===== src/sv/spq_pkg.sv =====
// Shared types and constants for the sorted priority queue.
package spq_pkg;

  // Built depth and field widths
  localparam int DEPTH_DEF  = 16;
  localparam int VALUE_W    = 32;
  localparam int PRIO_W     = 16;
  localparam int CAP_W      = 5;
  localparam int CFG_DATA_W = 32;
  localparam int CFG_ADDR_W = 3;
  localparam int REG_IDX_W  = CFG_ADDR_W - 2;

  localparam logic [CAP_W-1:0] CAP_RESET = CAP_W'(16);

  // Register indexes
  localparam logic [REG_IDX_W-1:0] REG_CAPACITY = REG_IDX_W'(0);

  // Operation codes
  typedef enum logic [1:0] {
    OP_ENQ  = 2'd0,
    OP_DEQ  = 2'd1,
    OP_PEEK = 2'd2,
    OP_NOP  = 2'd3
  } opcode_t;

  // Result status codes
  typedef enum logic [1:0] {
    ST_DONE  = 2'd0,
    ST_FULL  = 2'd1,
    ST_EMPTY = 2'd2
  } status_t;

  // Per-cycle command broadcast along the row
  typedef enum logic [1:0] {
    CMD_HOLD   = 2'd0,
    CMD_INSERT = 2'd1,
    CMD_REMOVE = 2'd2
  } cell_cmd_t;

  // One stored entry
  typedef struct packed {
    logic signed [VALUE_W-1:0] value;
    logic signed [PRIO_W-1:0]  prio;
  } entry_t;

  // Control carried from the top level to every cell
  typedef struct packed {
    cell_cmd_t cmd;
    entry_t    new_ent;
  } cell_ctrl_t;

endpackage


===== src/sv/sorted_priority_queue.sv =====
// Sorted priority queue: a row of shifting cells with APB-style configuration.
// The result of an accepted operation is written to the output register in the cycle after it is accepted.
// Throughput: one operation per cycle while the result channel is not stalled; each cell compares and shifts.
// The output register lets a new operation enter while the last result is still taken.
// Reset (synchronous, rst_n low): fill count zero, capacity limit 16, no result pending.
// Cell contents are not reset; only slots below the fill count are ever read.
module sorted_priority_queue import spq_pkg::*; #(
  parameter int DEPTH = DEPTH_DEF,
  localparam int CNT_W = $clog2(DEPTH + 1)
) (
  input  logic                    clk,
  input  logic                    rst_n,
  // input channel
  input  logic                    in_valid,
  output logic                    in_ready,
  input  logic [1:0]              in_opcode,
  input  logic signed [VALUE_W-1:0] in_item_value,
  input  logic signed [PRIO_W-1:0]  in_item_priority,
  // result channel
  output logic                    out_valid,
  input  logic                    out_ready,
  output logic [1:0]              out_status,
  output logic signed [VALUE_W-1:0] out_head_value,
  output logic signed [PRIO_W-1:0]  out_head_priority,
  output logic [CNT_W-1:0]        out_fill_count,
  // configuration port
  input  logic                    psel,
  input  logic                    penable,
  input  logic                    pwrite,
  input  logic [CFG_ADDR_W-1:0]   paddr,
  input  logic [CFG_DATA_W-1:0]   pwdata,
  output logic [CFG_DATA_W-1:0]   prdata,
  output logic                    pready
);

  localparam int LIM_W = (CNT_W > CAP_W) ? CNT_W : CAP_W;

  logic [CAP_W-1:0] cap_r, cap_nxt;
  logic [CNT_W-1:0] cnt_r, cnt_nxt;
  logic             out_valid_r, out_valid_nxt;
  status_t          status_r, status_nxt;
  entry_t           head_r, head_nxt;
  logic [CNT_W-1:0] fill_r, fill_nxt;

  logic             in_fire;
  logic             cfg_wr;
  opcode_t          op;
  logic [LIM_W-1:0] lim;
  logic             full;
  logic             empty;
  cell_ctrl_t       ctrl;
  entry_t           ents [DEPTH];
  logic [DEPTH-1:0] keeps;

  // Configuration access
  assign pready = 1'b1;
  assign cfg_wr = psel && penable && pwrite && pready;

  always_comb begin
    cap_nxt = cap_r;
    if (cfg_wr && (paddr[CFG_ADDR_W-1:2] == REG_CAPACITY)) begin
      cap_nxt = pwdata[CAP_W-1:0];
    end
  end

  always_comb begin
    prdata = '0;
    if (paddr[CFG_ADDR_W-1:2] == REG_CAPACITY) begin
      prdata = CFG_DATA_W'(cap_r);
    end
  end

  // Limit in force and occupancy checks
  assign lim   = (LIM_W'(cap_r) > LIM_W'(DEPTH)) ? LIM_W'(DEPTH) : LIM_W'(cap_r);
  assign full  = LIM_W'(cnt_r) >= lim;
  assign empty = (cnt_r == '0);

  // Handshake
  assign in_ready = !out_valid_r || out_ready;
  assign in_fire  = in_valid && in_ready;
  assign op       = opcode_t'(in_opcode);

  // Operation decode, fill count and result
  always_comb begin
    ctrl.cmd         = CMD_HOLD;
    ctrl.new_ent.value = in_item_value;
    ctrl.new_ent.prio  = in_item_priority;
    cnt_nxt          = cnt_r;
    out_valid_nxt    = out_valid_r && !out_ready;
    status_nxt       = status_r;
    head_nxt         = head_r;
    fill_nxt         = fill_r;
    if (in_fire) begin
      out_valid_nxt = 1'b1;
      status_nxt    = ST_DONE;
      head_nxt      = '0;
      case (op)
        OP_ENQ: begin
          if (full) begin
            status_nxt = ST_FULL;
          end else begin
            ctrl.cmd = CMD_INSERT;
            cnt_nxt  = cnt_r + CNT_W'(1);
          end
        end
        OP_DEQ: begin
          if (empty) begin
            status_nxt = ST_EMPTY;
          end else begin
            ctrl.cmd = CMD_REMOVE;
            head_nxt = ents[0];
            cnt_nxt  = cnt_r - CNT_W'(1);
          end
        end
        OP_PEEK: begin
          if (empty) begin
            status_nxt = ST_EMPTY;
          end else begin
            head_nxt = ents[0];
          end
        end
        default: status_nxt = ST_DONE;
      endcase
      fill_nxt = cnt_nxt;
    end
  end

  // Control registers
  always_ff @(posedge clk) begin
    if (!rst_n) begin
      cap_r       <= CAP_RESET;
      cnt_r       <= '0;
      out_valid_r <= 1'b0;
    end else begin
      cap_r       <= cap_nxt;
      cnt_r       <= cnt_nxt;
      out_valid_r <= out_valid_nxt;
    end
  end

  // Result payload
  always_ff @(posedge clk) begin
    status_r <= status_nxt;
    head_r   <= head_nxt;
    fill_r   <= fill_nxt;
  end

  assign out_valid         = out_valid_r;
  assign out_status        = status_r;
  assign out_head_value    = head_r.value;
  assign out_head_priority = head_r.prio;
  assign out_fill_count    = fill_r;

  // Row of cells, head at index 0
  for (genvar i = 0; i < DEPTH; i++) begin : g_cell
    entry_t left_ent;
    entry_t right_ent;
    logic   keep_left;
    logic   occ;

    assign occ = (CNT_W'(i) < cnt_r);

    if (i == 0) begin : g_head
      assign left_ent  = ctrl.new_ent;
      assign keep_left = 1'b1;
    end else begin : g_body
      assign left_ent  = ents[i-1];
      assign keep_left = keeps[i-1];
    end

    if (i == DEPTH - 1) begin : g_tail
      assign right_ent = ents[i];
    end else begin : g_inner
      assign right_ent = ents[i+1];
    end

    spq_cell u_cell (
      .clk       (clk),
      .ctrl      (ctrl),
      .occ       (occ),
      .keep_left (keep_left),
      .left_ent  (left_ent),
      .right_ent (right_ent),
      .ent       (ents[i]),
      .keep      (keeps[i])
    );
  end

`ifndef SYNTHESIS
  // Fill never passes the built depth
  a_cnt_bound: assert property (@(posedge clk) disable iff (!rst_n)
    LIM_W'(cnt_r) <= LIM_W'(DEPTH))
    else $error("fill count beyond depth");

  // A dequeue on a non-empty queue drops the fill by one
  a_deq_count: assert property (@(posedge clk) disable iff (!rst_n)
    (in_fire && (op == OP_DEQ) && !empty) |=> (cnt_r == $past(cnt_r) - CNT_W'(1)))
    else $error("dequeue did not lower fill");

  // An accepted enqueue with room reports done with the new fill
  a_enq_done: assert property (@(posedge clk) disable iff (!rst_n)
    (in_fire && (op == OP_ENQ) && !full) |=>
      (out_valid_r && (status_r == ST_DONE) && (fill_r == cnt_r)))
    else $error("enqueue result wrong");

  // Head and second slot stay in priority order
  a_sorted: assert property (@(posedge clk) disable iff (!rst_n)
    (cnt_r >= CNT_W'(2)) |-> (ents[0].prio >= ents[1].prio))
    else $error("row out of order");
`endif

endmodule


===== src/sv/spq_cell.sv =====
// One slot of the sorted row: holds an entry, shifts it or takes the new one.
module spq_cell import spq_pkg::*; (
  input  logic       clk,
  input  cell_ctrl_t ctrl,
  input  logic       occ,       // slot lies below the fill count
  input  logic       keep_left, // left neighbour stays put on insert
  input  entry_t     left_ent,
  input  entry_t     right_ent,
  output entry_t     ent,
  output logic       keep
);

  entry_t ent_r;
  entry_t ent_nxt;

  // Held entry stays where a new one of lower or equal priority goes behind it
  assign keep = occ && (ent_r.prio >= ctrl.new_ent.prio);
  assign ent  = ent_r;

  // Next contents
  always_comb begin
    ent_nxt = ent_r;
    case (ctrl.cmd)
      CMD_INSERT: begin
        if (!keep) begin
          ent_nxt = keep_left ? ctrl.new_ent : left_ent;
        end
      end
      CMD_REMOVE: ent_nxt = right_ent;
      default:    ent_nxt = ent_r;
    endcase
  end

  always_ff @(posedge clk) begin
    ent_r <= ent_nxt;
  end

endmodule

===== config.mk =====
export PLATFORM = sky130hd
export DESIGN_NAME = sorted_priority_queue
export DESIGN_NICKNAME = d
export VERILOG_FILES = /design/src/sv/spq_pkg.sv /design/src/sv/sorted_priority_queue.sv /design/src/sv/spq_cell.sv
export SDC_FILE = /design/constraint.sdc
export NUM_CORES = 2
export LEC_CHECK = 0
export ABC_AREA = 0
export BUFFER_PORTS_ARGS = -buffer_cell sky130_fd_sc_hd__buf_2
export CORE_MARGIN = 3
export CORE_UTILIZATION = 45
export CTS_BUF_LIST = sky130_fd_sc_hd__clkbuf_4 sky130_fd_sc_hd__clkbuf_8
export CTS_CLUSTER_SIZE = 40
export DETAILED_ROUTE_END_ITERATION = 8
export PLACE_DENSITY_LB_ADDON = 0.3
export SYNTH_ARGS = -nofsm -noshare
export SYNTH_HDL_FRONTEND = slang
export SYNTH_HIERARCHICAL = 1
export SYNTH_SLANG_ARGS = --single-unit
export TNS_END_PERCENT = 100

===== constraint.sdc =====
create_clock -name clk -period 9.55 [get_ports clk]
set_input_delay 0.4775 -clock clk [delete_from_list [all_inputs] [get_ports clk]]
set_output_delay 0.4775 -clock clk [all_outputs]
set_load 0.05 [all_outputs]

==> results.txt <==
Counting both buffers and inverters, the worst setup path holds a total of 3. STA classifies the critical path endpoint as a flip-flop. The detailed-router iteration count before antenna repair came out at 5. The standard cell core area is 109000 um^2. At the worst endpoint, the required time is 9.99 ns.

Dividing the final minimum period by the clock period gives 0.489. The global-route wire length before repair is 181000 um. The maximum clock insertion buffer count came out at 3.

The overall overflow remaining after global route is 0. In this run the top signal layer used is met5. The chip width is 338 um. In the routed design, unresolved DRC markers number 0. The number of pins exceeding their max-slew limit in the final report is 0. The worst hold margin came out at 0.246 ns. For this run, the slowest stage of the critical path takes 0.78 ns. The final sum of negative setup slack is 0 ns. The wire length reported by the detailed router is 113000 um.

The total met2 wirelength after detailed routing is 48300 um. The estimated wirelength of the detail-placed design came out at 80200 um. Across all register-to-register paths, the minimum setup slack is 4.88 ns. In this run the core area contains 121 standard-cell rows. The clock sink count came out at 834. The worst hold path begins at in_opcode[1]. The net total in the final layout came out at 5089. Including well taps, the total number of placed cells is 5989. Relative to the synthesized area, the layout overhead comes to 9.10%. The count of yosys warnings during synthesis came out at 6. The most numerous cell type found on the critical path is buf_4. The worst register-to-register path begins at cnt_r[1]. The largest net degree at the start of global routing is 99. The final setup skew is 0.0407 ns. The data arrival time of the critical path came out at 5.11 ns. The count of routing violations after the opening detailed-route iteration came out at 2498. The number of global-route vias before repair was 32400.

The min-delay analysis places its worst path in the category primary input to flip-flop. Dividing the detail-routed wire length by the instance count gives 18.1 um. The classification of the worst setup path is flip-flop to flip-flop. Summing internal, switching and leakage power gives 8980 uW.

The post-CTS setup buffer count came out at 0. Along the worst path, the maximum fanout reaches 98. The leakage power is 0.0183 uW.

The ratio of routed vias to standard cells came out at 5.39. The area of the die is 114000 um^2. Headroom to the max-slew limit came out at 0.226. The destination of the worst register-to-register timing path is g_cell[4].u_cell/ent[45]. The total number of vias came out at 33800. The total CTS buffers is 145. The worst-case hold path end point is out_status[1]. The worst-path cell with the longest stage delay is nor2_4. TritonCTS built the clock tree. The initial core utilization is 0.454. The number of buffers inserted by port buffering is 124. The H-tree level count came out at 4. The later-pin clock latency in the skew report is 0.82 ns. The signal on the critical path passes through inv_1, ha_1, nor4b_2, nand2b_1, nor2_4, nor2b_4, buf_4, a21oi_1, mux2i_4, buf_4. The fraction of layout cells with a size suffix above 1 is 0.103. The critical path runs through a total of 10 cells. The number of hold buffers added after CTS came out at 8. The mapped netlist covers 49500 um^2. In the global route stage, overall resource usage came out at 0.197.

Measured in cells, the most critical reg-to-reg path has a length of 10. The initial antenna violation count came out at 9. The count of boundary I/O pins came out at 182. The number of gates given a new drive strength after cts came out at 0. The number of cells in the finished layout apart from fillers is 6263.

The nature of the critical path startpoint is a flip-flop. At the end of the flow the core is filled with cells to 0.495. The remaining antenna violation count came out at 0.

The clock-pin slew reported for the worst setup and hold paths after clock tree synthesis came out at 0.06 ns. The peak clock frequency supported by timing came out at 0.214 GHz. The die is 338 um tall. The top cell family by delay on the critical path is simple AND/OR/NAND/NOR gates. The congestion estimate from routability-driven global placement came to 0.839. The run finished with clean final reports.

The clock root buffer master is clkbuf_8. Setup repair after global routing left no endpoint under its margin. The met3 wirelength from detailed routing is 5750 um. After technology mapping, the gate count stands at 4678.

The minimum period implied by the final worst setup slack is 4.67 ns. The routed length on met1 came out at 57200 um. The count of final hold-check violations is 0. The max-capacitance violation count came out at 0. The mean post-synth cell area is 10.6 um^2.

The cell depth of the worst min-delay path came out at 3. The final count of negative-setup-slack endpoints is 0. The transition at the pin with the smallest max-transition slack is 1.16 ns. The total power per unit cell area is 166 nW/um^2. The maximum vdd drop is 0.000153 V.
worst min-delay path: stages:
cell and delay (ns):
buf_2 0.09, ha_1 0.14, and3b_1 0.17
cells in the final DEF, fill, tap and decap left out, drive strengths merged, types with 11 or more instances in the layout:
master / n
nor3: 28
conb: 29
inv: 285
dfxtp: 11
buf: 181
clkbuf: 199
a21o: 21
o21ai: 806
a21oi: 118
nor2: 63
nand3: 23
edfxtp: 823
nand4: 50
clkinv: 52
and2: 48
mux2i: 789
nand2: 863
a311o: 11
a31oi: 11
nor2b: 53
ha: 267
sequential cells by signal (all words and copies together) (netlist names):
register and flops:
g_cell.u_cell/ent 768, out_head_value 32, out_head_priority 16, cap_r 5
cnt_r 5, out_fill_count 5, out_status 2, out_valid 1
how the worst max path moves through the flow:
stage,from,to,slack [ns]
detailed placement,cnt_r[1],g_cell[4].u_cell/ent[27],4.86
CTS,cnt_r[1],g_cell[4].u_cell/ent[9],4.86
global route,cnt_r[1],g_cell[4].u_cell/ent[4],4.54
global placement,cnt_r[1],g_cell[4].u_cell/ent[27],4.96
finish,cnt_r[1],g_cell[4].u_cell/ent[45],4.88
floorplan,cnt_r[0],g_cell[4].u_cell/ent[0],3.50
stage by stage:
stage / area, um^2 / setup slack, ns
4_1_cts: 54000 / 4.86
3_3_place_gp: 51100 / 4.96
6_report: 54000 / 4.88
2_1_floorplan: 49600 / 3.50
5_1_grt: 54000 / 4.54
3_5_place_dp: 51100 / 4.86
area by class of cell:
| cell class | count | area (um^2) |
|---|---|---|
| fill | 9878 | 55000 |
| sequential | 834 | 24900 |
| multi-input combinational | 3281 | 22300 |
| clock buffer | 199 | 2410 |
| tap | 1414 | 1770 |
| timing repair buffer | 189 | 1130 |
| inverter | 279 | 1050 |
| clock inverter | 61 | 342 |
| antenna | 6 | 15.0 |
power breakdown:
part | total (uW) | switching (uW) | internal (uW)
clock network | 3170 | 1520 | 1650
registers | 4570 | 166 | 4410
logic | 1240 | 801 | 435
total | 8980 | 2480 | 6490
per-layer routing:
| metal | vias to the layer above | track usage |
|---|---|---|
| li1 | 16900 | - |
| met1 | 15900 | 0.298 |
| met2 | 796 | 0.292 |
| met3 | 152 | 0.0308 |
| met4 | 2 | 0.0529 |
| met5 | - | 0 |
(Power assumes the default switching activity.)
